[config.mk]
export PLATFORM = sky130hd
export DESIGN_NAME = psrb_rem
export DESIGN_NICKNAME = d
export VERILOG_FILES = /design/src/hdl/per_source_rate_ban_table_macros.svh /design/src/hdl/psrb_pkg.sv /design/src/hdl/psrb_rem.sv
export SDC_FILE = /design/constraint.sdc
export NUM_CORES = 1
export LEC_CHECK = 0
export BUFFER_PORTS_ARGS = -buffer_cell sky130_fd_sc_hd__buf_4
export CAP_MARGIN = 20
export CORE_ASPECT_RATIO = 0.75
export CORE_MARGIN = 2
export CORE_UTILIZATION = 40
export CTS_CLUSTER_SIZE = 16
export DETAILED_ROUTE_END_ITERATION = 7
export MAX_ROUTING_LAYER = met4
export PLACE_DENSITY_LB_ADDON = 0.3
export SETUP_SLACK_MARGIN = 0.2
export SYNTH_ARGS = -nofsm -noshare
export SYNTH_HDL_FRONTEND = slang
export SYNTH_SLANG_ARGS = --single-unit
[constraint.sdc]
create_clock -name clk -period 3.65 [get_ports clk]
set_input_delay 0 -clock clk [delete_from_list [all_inputs] [get_ports clk]]
set_output_delay 0 -clock clk [all_outputs]
set_load 0.05 [all_outputs]
[src/hdl/per_source_rate_ban_table_macros.svh]
// Assertion macros used by the rate ban table sequencer (psrb_ctl).
`ifndef PER_SOURCE_RATE_BAN_TABLE_MACROS_SVH
`define PER_SOURCE_RATE_BAN_TABLE_MACROS_SVH

// Same-cycle implication under the active-low reset.
`define PSRB_ASSERT_IMPL(lbl, ante, cons) \
    lbl: assert property (@(posedge clk) disable iff (!rst_n) (ante) |-> (cons)) \
        else $error("psrb assertion failed");

// Next-cycle implication under the active-low reset.
`define PSRB_ASSERT_NEXT(lbl, ante, cons) \
    lbl: assert property (@(posedge clk) disable iff (!rst_n) (ante) |=> (cons)) \
        else $error("psrb assertion failed");

`endif

[src/hdl/psrb_pkg.sv]
// Types, codes and helper functions of the rate ban table.
`default_nettype none
package psrb_pkg;

    localparam int TIE_W = 9;

    localparam logic [1:0] CMD_QUERY    = 2'd0;
    localparam logic [1:0] CMD_RESPONSE = 2'd1;
    localparam logic [1:0] CMD_CHECK    = 2'd2;

    localparam logic [1:0] REG_WINDOW = 2'd0;
    localparam logic [1:0] REG_BLOCK  = 2'd1;
    localparam logic [1:0] REG_QRATE  = 2'd2;
    localparam logic [1:0] REG_RLIMIT = 2'd3;

    localparam logic [30:0] TALLY_MAX = 31'h7FFF_FFFF;
    localparam logic [31:0] LFSR_MASK = 32'h8020_0003;

    typedef struct packed {
        logic [1:0]  command;
        logic [63:0] addr_high;
        logic [63:0] addr_low;
        logic        addr_is_v6;
        logic [15:0] byte_count;
        logic [31:0] now_seconds;
    } item_t;

    typedef struct packed {
        logic allowed;
        logic newly_banned;
    } result_t;

    typedef struct packed {
        logic [63:0] addr_high;
        logic [63:0] addr_low;
        logic        is_v6;
        logic [31:0] tally;
        logic [31:0] last_seen;
        logic [31:0] deadline;
    } entry_t;

    typedef struct packed {
        logic [11:0] window_seconds;
        logic [16:0] block_seconds;
        logic [30:0] query_limit;
        logic [30:0] response_byte_limit;
    } cfg_t;

    typedef struct packed {
        logic             start;
        logic [31:0]      dividend;
        logic [TIE_W-1:0] divisor;
    } rem_req_t;

    typedef struct packed {
        logic done;
        logic zero;
    } rem_rsp_t;

    typedef enum logic [2:0] {
        ST_IDLE,
        ST_PREP,
        ST_RD,
        ST_EVAL,
        ST_MODW,
        ST_WREF,
        ST_UPD,
        ST_RESP
    } state_t;

    typedef enum logic [1:0] {
        PH_REFRESH,
        PH_CHARGE,
        PH_CHECK0,
        PH_CHECK1
    } phase_t;

    function automatic logic [31:0] add_time(input logic [31:0] t, input logic [31:0] d);
        logic [32:0] s;
        s = {1'b0, t} + {1'b0, d};
        return s[32] ? 32'hFFFF_FFFF : s[31:0];
    endfunction

    function automatic logic [31:0] lfsr_step(input logic [31:0] v);
        return v[0] ? ((v >> 1) ^ LFSR_MASK) : (v >> 1);
    endfunction

endpackage
`default_nettype wire

[src/hdl/psrb_rem.sv]
// Bit-serial remainder unit: 32-bit dividend modulo a small divisor.
`default_nettype none
module psrb_rem (
    input  wire logic               clk,
    input  wire logic               rst_n,
    input  wire psrb_pkg::rem_req_t req,
    output psrb_pkg::rem_rsp_t      rsp
);

    logic                       busy_reg, busy_next;
    logic                       done_reg, done_next;
    logic [4:0]                 cnt_reg, cnt_next;
    logic [psrb_pkg::TIE_W-1:0] rem_reg, rem_next;
    logic [psrb_pkg::TIE_W-1:0] div_reg, div_next;
    logic [31:0]                shf_reg, shf_next;
    logic [psrb_pkg::TIE_W:0]   trial;

    always_comb
    begin
        busy_next = busy_reg;
        done_next = 1'b0;
        cnt_next  = cnt_reg;
        rem_next  = rem_reg;
        div_next  = div_reg;
        shf_next  = shf_reg;
        trial     = {rem_reg, shf_reg[31]};
        if (trial >= {1'b0, div_reg})
        begin
            trial = trial - {1'b0, div_reg};
        end
        if (req.start)
        begin
            busy_next = 1'b1;
            cnt_next  = '0;
            rem_next  = '0;
            div_next  = req.divisor;
            shf_next  = req.dividend;
        end
        else if (busy_reg)
        begin
            rem_next = trial[psrb_pkg::TIE_W-1:0];
            shf_next = shf_reg << 1;
            cnt_next = cnt_reg + 5'd1;
            if (cnt_reg == 5'd31)
            begin
                busy_next = 1'b0;
                done_next = 1'b1;
            end
        end
    end

    always_ff @(posedge clk or negedge rst_n)
    begin
        if (!rst_n)
        begin
            busy_reg <= 1'b0;
            done_reg <= 1'b0;
            cnt_reg  <= '0;
        end
        else
        begin
            busy_reg <= busy_next;
            done_reg <= done_next;
            cnt_reg  <= cnt_next;
        end
    end

    always_ff @(posedge clk)
    begin
        rem_reg <= rem_next;
        div_reg <= div_next;
        shf_reg <= shf_next;
    end

    assign rsp.done = done_reg;
    assign rsp.zero = (rem_reg == '0);

endmodule
`default_nettype wire

==> qor.csv, run 1 <==
stage,metric,value,unit
run_status,status,completed,
worst_setup_path,RR Startpoint,shf_reg[31],
detailed_routing,# DRC,0,
sta,Worst Skew,0.00566,ns
cells_and_area,"commonest non-fill, non-tap cell in the layout",buf_4,
power_and_ir_drop,logic gate share of total power,33.7,%
worst_setup_path,"Buf+Inv Stages, Crit Path",3,
worst_setup_path,type of destination of the critical path,flop,
floorplan,die width,102,um
clock_tree,Clock Sinks,57,
clock_tree,Root Buffer Master,clkbuf_8,
grt,first-pass GRT wire length,9380,um
cells_and_area,final antenna diode count,0,
detailed_routing,routed length per instance,13.0,um
floorplan,IO Pins,46,
detailed_routing,vias per cell,4.72,
grt,initial antenna violation count,0,
placement,HPWL Detailed,3450,um
clock_tree,CTS tree,yes,
grt,total track usage,16.3,%
grt,GRT overflow,0,
placement,Inst Count DP,354,
worst_setup_path,CP max-delay cell,fa_1,
power_and_ir_drop,pwr dens,525,mW/mm^2
synthesis,top-area cell type share of the netlist area,43.1,%
synthesis,number of distinct library cells after synthesis,45,
synthesis,ys flop type,edfxtp_1,
synthesis,Post-Syn Nets,277,
worst_setup_path,CP max stage delay,0.44,ns
synthesis,number of synthesized flops with an enable pin,41,
worst_setup_path,CP startpoint,shf_reg[31],
floorplan,# rows,26,
sta,Final Cycle Share,67.3,%
clock_tree,Post-CTS Setup Inserts,0,
sta,worst-margin pin slew,0.690,ns
synthesis,post-synthesis sequential area ratio,55.5,%
detailed_routing,Post-DRT Antenna Nets,0,
clock_tree,CTS Buf Count,9,
clock_tree,post-cts resize count,0,
cells_and_area,"commonest non-fill, non-tap cells in the layout","48 x buf_4, 44 x dlygate4sd3_1, 41 x edfxtp_1",
floorplan,die height,77.2,um
sta,fmax,0.407,GHz
synthesis,synthesized area,0.00286,sq mm
cells_and_area,max FFs per register,32,
cells_and_area,"non-filler cells, final",414,
worst_setup_path,crit-path cells,"inv_1, ha_1, inv_1, fa_1, a211oi_4, o21ai_2, a211oi_2, buf_4, mux2i_1, a211oi_1",
detailed_routing,Vias,1953,
clock_tree,clk slew on worst S/H paths,0.06,ns
sta,crit path time final,2.46,ns
min_path,Hold Crit Class,in -> reg,
run,maxcap violations,0,
min_path,min-delay src,req[41],
detailed_routing,Starting DRT DRC Count,103,
synthesis,synthesized flop and latch total,57,
sta,Final setup viols,0,
synthesis,Syn Inst Count,221,
cells_and_area,Final nets,367,
clock_tree,cts hold-fix bufs,44,
synthesis,cell taking the most area after synthesis,edfxtp_1,
power_and_ir_drop,part of the power in registers,41.2,%
power_and_ir_drop,Worst IR Drop VDD,265,uV
grt,number of global-route vias before repair,1989,
power_and_ir_drop,cell leakage power,1.65,nW
floorplan,DIE AREA,0.00784,sq mm
power_and_ir_drop,sw power,0.000680,W
worst_setup_path,"delay-heaviest family, CP",compound AO/OA/AOI/OAI gates,
worst_setup_path,Startpoint Class,flop,
power_and_ir_drop,Pint,0.00136,W
worst_setup_path,Setup CP Type,reg -> reg,
sta,pins over their slew limit,0,
clock_tree,# H-tree levels,3,
sta,Fin. Hold Viols,0,
detailed_routing,final wirelength,5390,um
synthesis,ranking of synthesized cells by area,"edfxtp_1 43%, mux2_1 9.9%, dfxtp_1 6.3%, dfrtp_1 6.1%, ha_1 4.8%",
worst_setup_path,CP required,3.89,ns
worst_setup_path,worst path arrival time,2.70,ns
floorplan,Initial Util,41.6,%
detailed_routing,First-pass DRT Iterations,4,
sta,RSZ-0062 raised after global routing,false,
synthesis,syn_area_per_cell,12.9,sq um
cells_and_area,fraction of layout cells with a size suffix above 1,24.1,%
clock_tree,Clock Path Buffers,2,
cells_and_area,fill count,575,
floorplan,Core Area,0.00686,sq mm
placement,gpl congestion,0.805,
grt,largest net degree at the start of global routing,61,
power_and_ir_drop,clock share of power,25.0,%
synthesis,number of warnings issued by yosys,0,
sta,WHS,0.200,ns
cells_and_area,P&R area growth vs syn,36.1,%
worst_setup_path,Most common cell on crit path,inv_1,
synthesis,async set or reset register ratio after synthesis,12.3,%
sta,setup TNS,0,ns
worst_setup_path,CP max FO,14,
placement,IO Port Bufs,45,
clock_tree,worst-skew pair later-pin latency,0.34,ns
sta,worst rel slew slack,54.0,%
power_and_ir_drop,Sw Ratio,33.3,%
## layout make-up
| class | count | area, sq um | share of cell area [%] |
|---|---|---|---|
| well taps | 98 | 123 | 3.15 |
| flip-flops and latches | 57 | 1590 | 40.8 |
| clock inverters | 6 | 33.8 | 0.869 |
| repair buffers | 92 | 801 | 20.6 |
| multi-input cells | 139 | 1160 | 29.9 |
| clock buffers | 10 | 138 | 3.54 |
| inverters | 12 | 45.0 | 1.16 |
## per-layer routing
| metal | GRT usage, % | part of all wire (%) | vias up |
|---|---|---|---|
| li1 | - | - | 994 |
| met1 | 21.7 | 48 | 906 |
| met2 | 22.3 | 45 | 44 |
| met3 | 6.29 | 5.2 | 9 |
| met4 | 6.62 | 1.8 | 0 |
| met5 | - | 0 | - |
## final timing paths
path                              endpoint  slack, ns  cells past startpoint
min in group asynchronous         busy_reg       0.54                      3
worst max register to register  rem_reg[4]       1.19                     10
worst max-delay path            rem_reg[4]       1.19                     10
worst min-delay path            cnt_reg[0]       0.20                      2
worst min register to register  rem_reg[5]       0.53                      2
max in group asynchronous       cnt_reg[2]       2.44                      4
## cell families (layout without fill, tap and decap cells)
kind of cell             count (synthesis)  count (layout)  synth area share, %
AND/OR/NAND/NOR                         53              53                 9.33
buffers and inverters                   25             120                 3.77
multiplexers                            40              40                 15.4
flip-flops                              57              57                 55.5
adder cells (fa/ha/maj)                 12              12                 5.52
XOR/XNOR                                 7               7                 2.15
AO/OA/AOI/OAI                           27              27                 8.28
## metrics by stage
stage / total power (W) / setup slack [ns] / utilization (%) / area (sq um)
after floorplan: 0.00134 / 1.36 / - / 2860
after global placement: 0.00149 / 1.33 / 47.7 / 3280
after detailed placement: 0.00150 / 1.19 / 47.7 / 3280
after CTS: 0.00206 / 1.19 / 56.7 / 3890
after global routing: 0.00218 / 1.03 / 56.7 / 3890
final: 0.00204 / 1.19 / 56.7 / 3890
## synth_stat cells (2+ instances only)
cell and count:
a211oi_1 4, a21o_1 3, a21oi_1 4, a311oi_1 5, buf_1 3, clkbuf_1 6, dfrtp_1 7, dfxtp_1 9
edfxtp_1 41, ha_1 11, inv_1 12, mux2_1 25, mux2_2 7, mux2i_1 8, nand2_1 11, nand2b_1 2
nand3_1 3, nand3b_1 3, nand4b_1 2, nor2_1 19, nor3b_1 2, nor4_1 3, o211ai_1 3, or2_1 2
xnor2_1 2, xor2_1 5
## power by group through the flow
stage	logic, W	clock network [W]	registers, W
floorplan	0.000508	0	0.000834
global placement	0.000639	0	0.000851
detailed placement	0.000651	0	0.000852
CTS	0.000691	0.000532	0.000840
global route	0.000767	0.000563	0.000852
finish	0.000688	0.000511	0.000841
Note: power is estimated with default switching activity, not from simulation.
==> inputs of run 2 (changes only) <==
==> constraint.sdc (replaced) <==
create_clock -name clk -period 2.4 [get_ports clk]
set_input_delay 0 -clock clk [delete_from_list [all_inputs] [get_ports clk]]
set_output_delay 0 -clock clk [all_outputs]
set_load 0.05 [all_outputs]
==> run 2 against run 1 <==
  * Setup slack worse by 1.1 ns
  * Via count up 1.7%
  * Utilization up 2.0 points
  * Critical path type unchanged
==> qor.csv, run 2 (synthesis results as in run 1) <==
stage,metric,value,unit
clock_tree,Clock Path Buffers,2,
cells_and_area,"commonest non-fill, non-tap cell in the layout",buf_4,
worst_setup_path,CP max FO,2,
worst_setup_path,FF-to-FF path depth,11,
placement,HPWL Detailed,3500,um
detailed_routing,final wirelength,5580,um
clock_tree,worst-skew pair later-pin latency,0.33,ns
power_and_ir_drop,Worst IR Drop VDD,469,uV
worst_setup_path,Most common cell on crit path,buf_4,
detailed_routing,Starting DRT DRC Count,87,
sta,pins over their slew limit,0,
detailed_routing,First-pass DRT Iterations,4,
clock_tree,CTS Buf Count,9,
cells_and_area,fraction of layout cells with a size suffix above 1,28.6,%
placement,IO Port Bufs,45,
worst_setup_path,type of destination of the critical path,flop,
floorplan,IO Pins,46,
worst_setup_path,CP max stage delay,0.40,ns
worst_setup_path,Setup CP Type,reg -> reg,
worst_setup_path,CP max-delay cell,edfxtp_1,
sta,crit path time final,2.30,ns
detailed_routing,# DRC,0,
cells_and_area,P&R area growth vs syn,40.8,%
grt,total track usage,16.0,%
sta,RSZ-0062 raised after global routing,true,
clock_tree,Root Buffer Master,clkbuf_8,
sta,Final setup viols,0,
cells_and_area,Final nets,376,
sta,Worst Skew,0.00909,ns
run,maxcap violations,0,
worst_setup_path,number of cells on the critical path,11,
min_path,Hold Crit Class,in -> async,
detailed_routing,Post-DRT Antenna Nets,0,
floorplan,die width,102,um
floorplan,Core Area,0.00686,sq mm
worst_setup_path,slack of the worst reg-to-reg path,0.10,ns
clock_tree,CTS tree,yes,
grt,initial antenna violation count,0,
placement,Inst Count DP,359,
floorplan,# rows,26,
cells_and_area,final core occ,58.6,%
power_and_ir_drop,cell leakage power,1.70,nW
worst_setup_path,Startpoint Class,flop,
sta,worst rel slew slack,72.6,%
worst_setup_path,"Buf+Inv Stages, Crit Path",4,
sta,WHS,0.0190,ns
sta,Final Cycle Share,95.7,%
grt,number of global-route vias before repair,1995,
run_status,status,completed,
clock_tree,# H-tree levels,3,
grt,largest net degree at the start of global routing,33,
floorplan,die height,77.2,um
sta,worst-margin pin slew,0.412,ns
worst_setup_path,CP required,2.59,ns
detailed_routing,routed length per instance,13.2,um
cells_and_area,"non-filler cells, final",423,
worst_setup_path,worst path arrival time,2.49,ns
grt,first-pass GRT wire length,9480,um
worst_setup_path,crit-path cells,"inv_1, ha_2, inv_2, fa_2, a211oi_4, o21ai_2, buf_4, buf_4, a311oi_2, a311o_2, a311oi_1",
floorplan,Initial Util,41.6,%
sta,Fin. Hold Viols,0,
sta,fmax,0.435,GHz
cells_and_area,final antenna diode count,0,
floorplan,DIE AREA,0.00784,sq mm
placement,gpl congestion,0.855,
worst_setup_path,"delay-heaviest family, CP",compound AO/OA/AOI/OAI gates,
power_and_ir_drop,pwr dens,852,mW/mm^2
sta,setup TNS,0,ns
detailed_routing,vias per cell,4.70,
clock_tree,clk slew on worst S/H paths,0.07,ns
clock_tree,Clock Sinks,57,
cells_and_area,"commonest non-fill, non-tap cells in the layout","58 x buf_4, 42 x dlygate4sd3_1, 41 x edfxtp_1",
grt,GRT overflow,0,
cells_and_area,max FFs per register,32,
power_and_ir_drop,Final Power,0.00343,W
detailed_routing,Vias,1987,
==> run 2: through the flow <==
stage	worst slack (ns)	area [sq um]
detailed placement	0.0885	3320
finish	0.103	4020
CTS	0.103	3980
global route	-0.0183	4020
floorplan	0.190	2860
global placement	0.193	3320
==> run 2: where the power goes <==
| part | total [W] | internal, W | switching, W |
|---|---|---|---|
| Sequential | 0.00128 | 0.00119 | 0.0000911 |
| Clock | 0.000960 | 0.000578 | 0.000383 |
| Combinational | 0.00119 | 0.000577 | 0.000609 |
| Total | 0.00343 | 0.00234 | 0.00108 |
==> run 2: worst paths after layout <==
check                                  from          end
max in group asynchronous             rst_n     busy_reg
worst min register to register  shf_reg[28]  shf_reg[29]
min in group clk                    req[41]   cnt_reg[4]
worst max-delay path            shf_reg[31]   rem_reg[8]
worst max register to register  shf_reg[31]   rem_reg[8]
worst min-delay path                  rst_n     done_reg
==> run 2: layer usage <==
metal / wire [um] / track usage (%)
met1: 2740 / 21.8
met2: 2570 / 23.4
met3: 228 / 4.19
met4: 42 / 4.86
met5: 0 / -
==> run 2: layout make-up <==
| type | instances | area, sq um |
|---|---|---|
| clock buffers | 10 | 128 |
| clock inverters | 6 | 82.6 |
| fillers | 545 | 2840 |
| inverters | 12 | 45.0 |
| multi-input cells | 139 | 1190 |
| flip-flops and latches | 57 | 1590 |
| well taps | 98 | 123 |
| repair buffers | 101 | 867 |
==> run 2: timing repair <==
action,4_1_cts,5_1_grt
hold buffers,42,0
gates resized for setup,2,7
setup endpoints to repair,9,9
buffers inserted,3,2
cloned,1,0
hold endpoints to repair,48,0
pin swaps,9,2
==> inputs of run 3 (changes only) <==
--- a/config.mk
+++ b/config.mk
@@ -5,15 +5,14 @@
 export SDC_FILE = /design/constraint.sdc
 export NUM_CORES = 1
 export LEC_CHECK = 0
-export BUFFER_PORTS_ARGS = -buffer_cell sky130_fd_sc_hd__buf_4
 export CAP_MARGIN = 20
 export CORE_ASPECT_RATIO = 0.75
 export CORE_MARGIN = 2
 export CORE_UTILIZATION = 40
 export CTS_CLUSTER_SIZE = 16
 export DETAILED_ROUTE_END_ITERATION = 7
+export DONT_BUFFER_PORTS = 1
 export MAX_ROUTING_LAYER = met4
-export PLACE_DENSITY_LB_ADDON = 0.3
 export SETUP_SLACK_MARGIN = 0.2
 export SYNTH_ARGS = -nofsm -noshare
 export SYNTH_HDL_FRONTEND = slang
==> run 3 against run 2 <==
  * The run now ends with negative setup slack left
  * Cell count fell by 8.7%
  * Via count fell by 4.8%
  * Register-to-register slack got worse by 0.11 ns
  * Design area fell by 3.5%
  * Clock-buffer cell count rose by 2
  * Sequential cell count did not move
  * Maximum frequency fell by 4.4%
  * Combinational power rose by 6%
  * Utilization fell by 2.1 points
  * Clock power rose by 2%
  * First-iteration DRC count rose by 21%
  * Sequential power barely moved
  * Critical path type unchanged
  * Critical endpoint is now rem_reg[1]
==> qor.csv, run 3 (synthesis results as in run 1) <==
stage,metric,value,unit
clock_tree,Clock Sinks,57,
clock_tree,CTS tree,yes,
worst_setup_path,CP required,2.61,ns
sta,Final Cycle Share,100,%
cells_and_area,max FFs per register,32,
worst_setup_path,CP max FO,7,
sta,worst-margin pin slew,0.448,ns
cells_and_area,fill count,569,
worst_setup_path,Startpoint Class,flop,
cells_and_area,final antenna diode count,0,
detailed_routing,# DRC,0,
cells_and_area,Final nets,339,
clock_tree,Clock Path Buffers,2,
cells_and_area,"non-filler cells, final",386,
detailed_routing,routed length per instance,14.8,um
grt,GRT overflow,0,
placement,IO Port Bufs,0,
detailed_routing,First-pass DRT Iterations,4,
floorplan,DIE AREA,0.00784,sq mm
floorplan,# rows,26,
clock_tree,Root Buffer Master,clkbuf_8,
sta,crit path time final,2.40,ns
cells_and_area,P&R area growth vs syn,35.9,%
placement,Inst Count DP,314,
clock_tree,clk slew on worst S/H paths,0.06,ns
placement,gpl congestion,0.798,
cells_and_area,fraction of layout cells with a size suffix above 1,18.1,%
sta,RSZ-0062 raised after global routing,true,
worst_setup_path,"delay-heaviest family, CP",compound AO/OA/AOI/OAI gates,
power_and_ir_drop,Worst IR Drop VDD,581,uV
floorplan,die width,102,um
sta,fmax,0.416,GHz
detailed_routing,final wirelength,5710,um
detailed_routing,vias per cell,4.90,
detailed_routing,Starting DRT DRC Count,105,
run,maxcap violations,0,
run_status,failing checks,negative setup slack,
power_and_ir_drop,Final Power,0.00354,W
grt,initial antenna violation count,0,
clock_tree,# H-tree levels,3,
worst_setup_path,Setup CP Type,reg -> reg,
grt,number of global-route vias before repair,1929,
detailed_routing,Post-DRT Antenna Nets,0,
floorplan,die height,77.2,um
worst_setup_path,"Buf+Inv Stages, Crit Path",4,
sta,final worst setup slack,-0.00244,ns
worst_setup_path,CP max stage delay,0.38,ns
sta,Fin. Hold Viols,0,
power_and_ir_drop,cell leakage power,1.57,nW
clock_tree,CTS Buf Count,9,
detailed_routing,Vias,1892,
sta,pins over their slew limit,0,
placement,HPWL Detailed,3250,um
floorplan,IO Pins,46,
power_and_ir_drop,pwr dens,912,mW/mm^2
sta,worst rel slew slack,70.1,%
sta,Worst Skew,0.00724,ns
worst_setup_path,crit-path cells,"inv_1, ha_1, inv_1, fa_2, a211oi_4, o21ai_2, a211oi_4, buf_4, buf_12, mux2i_1, a211oi_2",
cells_and_area,"commonest non-fill, non-tap cell in the layout",dlygate4sd3_1,
worst_setup_path,type of destination of the critical path,flop,
worst_setup_path,CP max-delay cell,edfxtp_1,
min_path,Hold Crit Class,in -> reg,
grt,first-pass GRT wire length,9720,um
run_status,status,finished with violations,
floorplan,Initial Util,41.6,%
floorplan,Core Area,0.00686,sq mm
cells_and_area,"commonest non-fill, non-tap cells in the layout","49 x dlygate4sd3_1, 41 x edfxtp_1, 25 x mux2_1",
grt,total track usage,16.9,%
worst_setup_path,worst path arrival time,2.61,ns
grt,largest net degree at the start of global routing,54,
clock_tree,worst-skew pair later-pin latency,0.34,ns
sta,Final setup viols,1,
## run 3: cell count changes in the layout (fill, tap and decap cells not counted), moves of 2 or more
cell and change:
buf_4 -46, dlygate4sd3_1 +7, ha_4 +3, buf_16 +2, clkinvlp_4 -2, ha_1 -2
## run 3: final timing paths
kind	depth (start not counted)	endpoint	slack, ns	start
max	11	rem_reg[1]	-0.002	shf_reg[31]
min	2	rem_reg[7]	0.002	req[41]
max reg2reg	11	rem_reg[1]	-0.002	shf_reg[31]
min reg2reg	1	shf_reg[19]	0.53	shf_reg[18]
max in group asynchronous	2	cnt_reg[1]	1.61	rst_n
min in group asynchronous	2	done_reg	0.54	rst_n
## run 3: per-stage QoR
stage                     worst slack, ns  instance area (sq um)  hold slack [ns]  TNS [ns]  utilization (%)
after floorplan                     0.190                   2860           -0.296         0                -
after global placement              0.178                   3000           -0.295         0             43.7
after detailed placement           0.0782                   3000           -0.295         0             43.7
after CTS                          0.0798                   3850           0.0129         0             56.1
after global routing              -0.0672                   3880           0.0262    -0.293             56.5
final                            -0.00244                   3880          0.00187  -0.00244             56.5
## run 3: power breakdown
part	switching (W)	internal (W)
Sequential	0.000105	0.00119
Clock	0.000374	0.000607
Combinational	0.000635	0.000630
Total	0.00111	0.00243
## run 3: layer usage
| layer | GRT usage, % | routed length [um] |
|---|---|---|
| met1 | 22.8 | 2820 |
| met2 | 24.1 | 2560 |
| met3 | 4.92 | 229 |
| met4 | 6.49 | 99 |
| met5 | - | 0 |
## run 3: repair_timing
action	CTS	global route
buffers inserted	5	0
hold buffers	50	0
endpoints found under the setup margin	9	9
gates cloned	1	0
pin swaps	2	2
hold endpoints to repair	73	0
resized for setup	9	6
## run 3: area by class of cell
| type | instances | area, sq um | area share [%] |
|---|---|---|---|
| multi-input combinational | 139 | 1260 | 32.4 |
| clock buffer | 12 | 145 | 3.74 |
| sequential | 57 | 1590 | 40.9 |
| clock inverter | 4 | 67.6 | 1.74 |
| inverter | 12 | 45.0 | 1.16 |
| tap | 98 | 123 | 3.16 |
| timing repair buffer | 64 | 656 | 16.9 |
## run 3: worst reg2reg max path, stage by stage (launching register included)
cell and delay [ns]:
edfxtp_1 0.38, inv_1 0.07, ha_1 0.15, inv_1 0.06
fa_2 0.36, a211oi_4 0.27, o21ai_2 0.11, a211oi_4 0.25
buf_4 0.16, buf_12 0.12, mux2i_1 0.25, a211oi_2 0.10
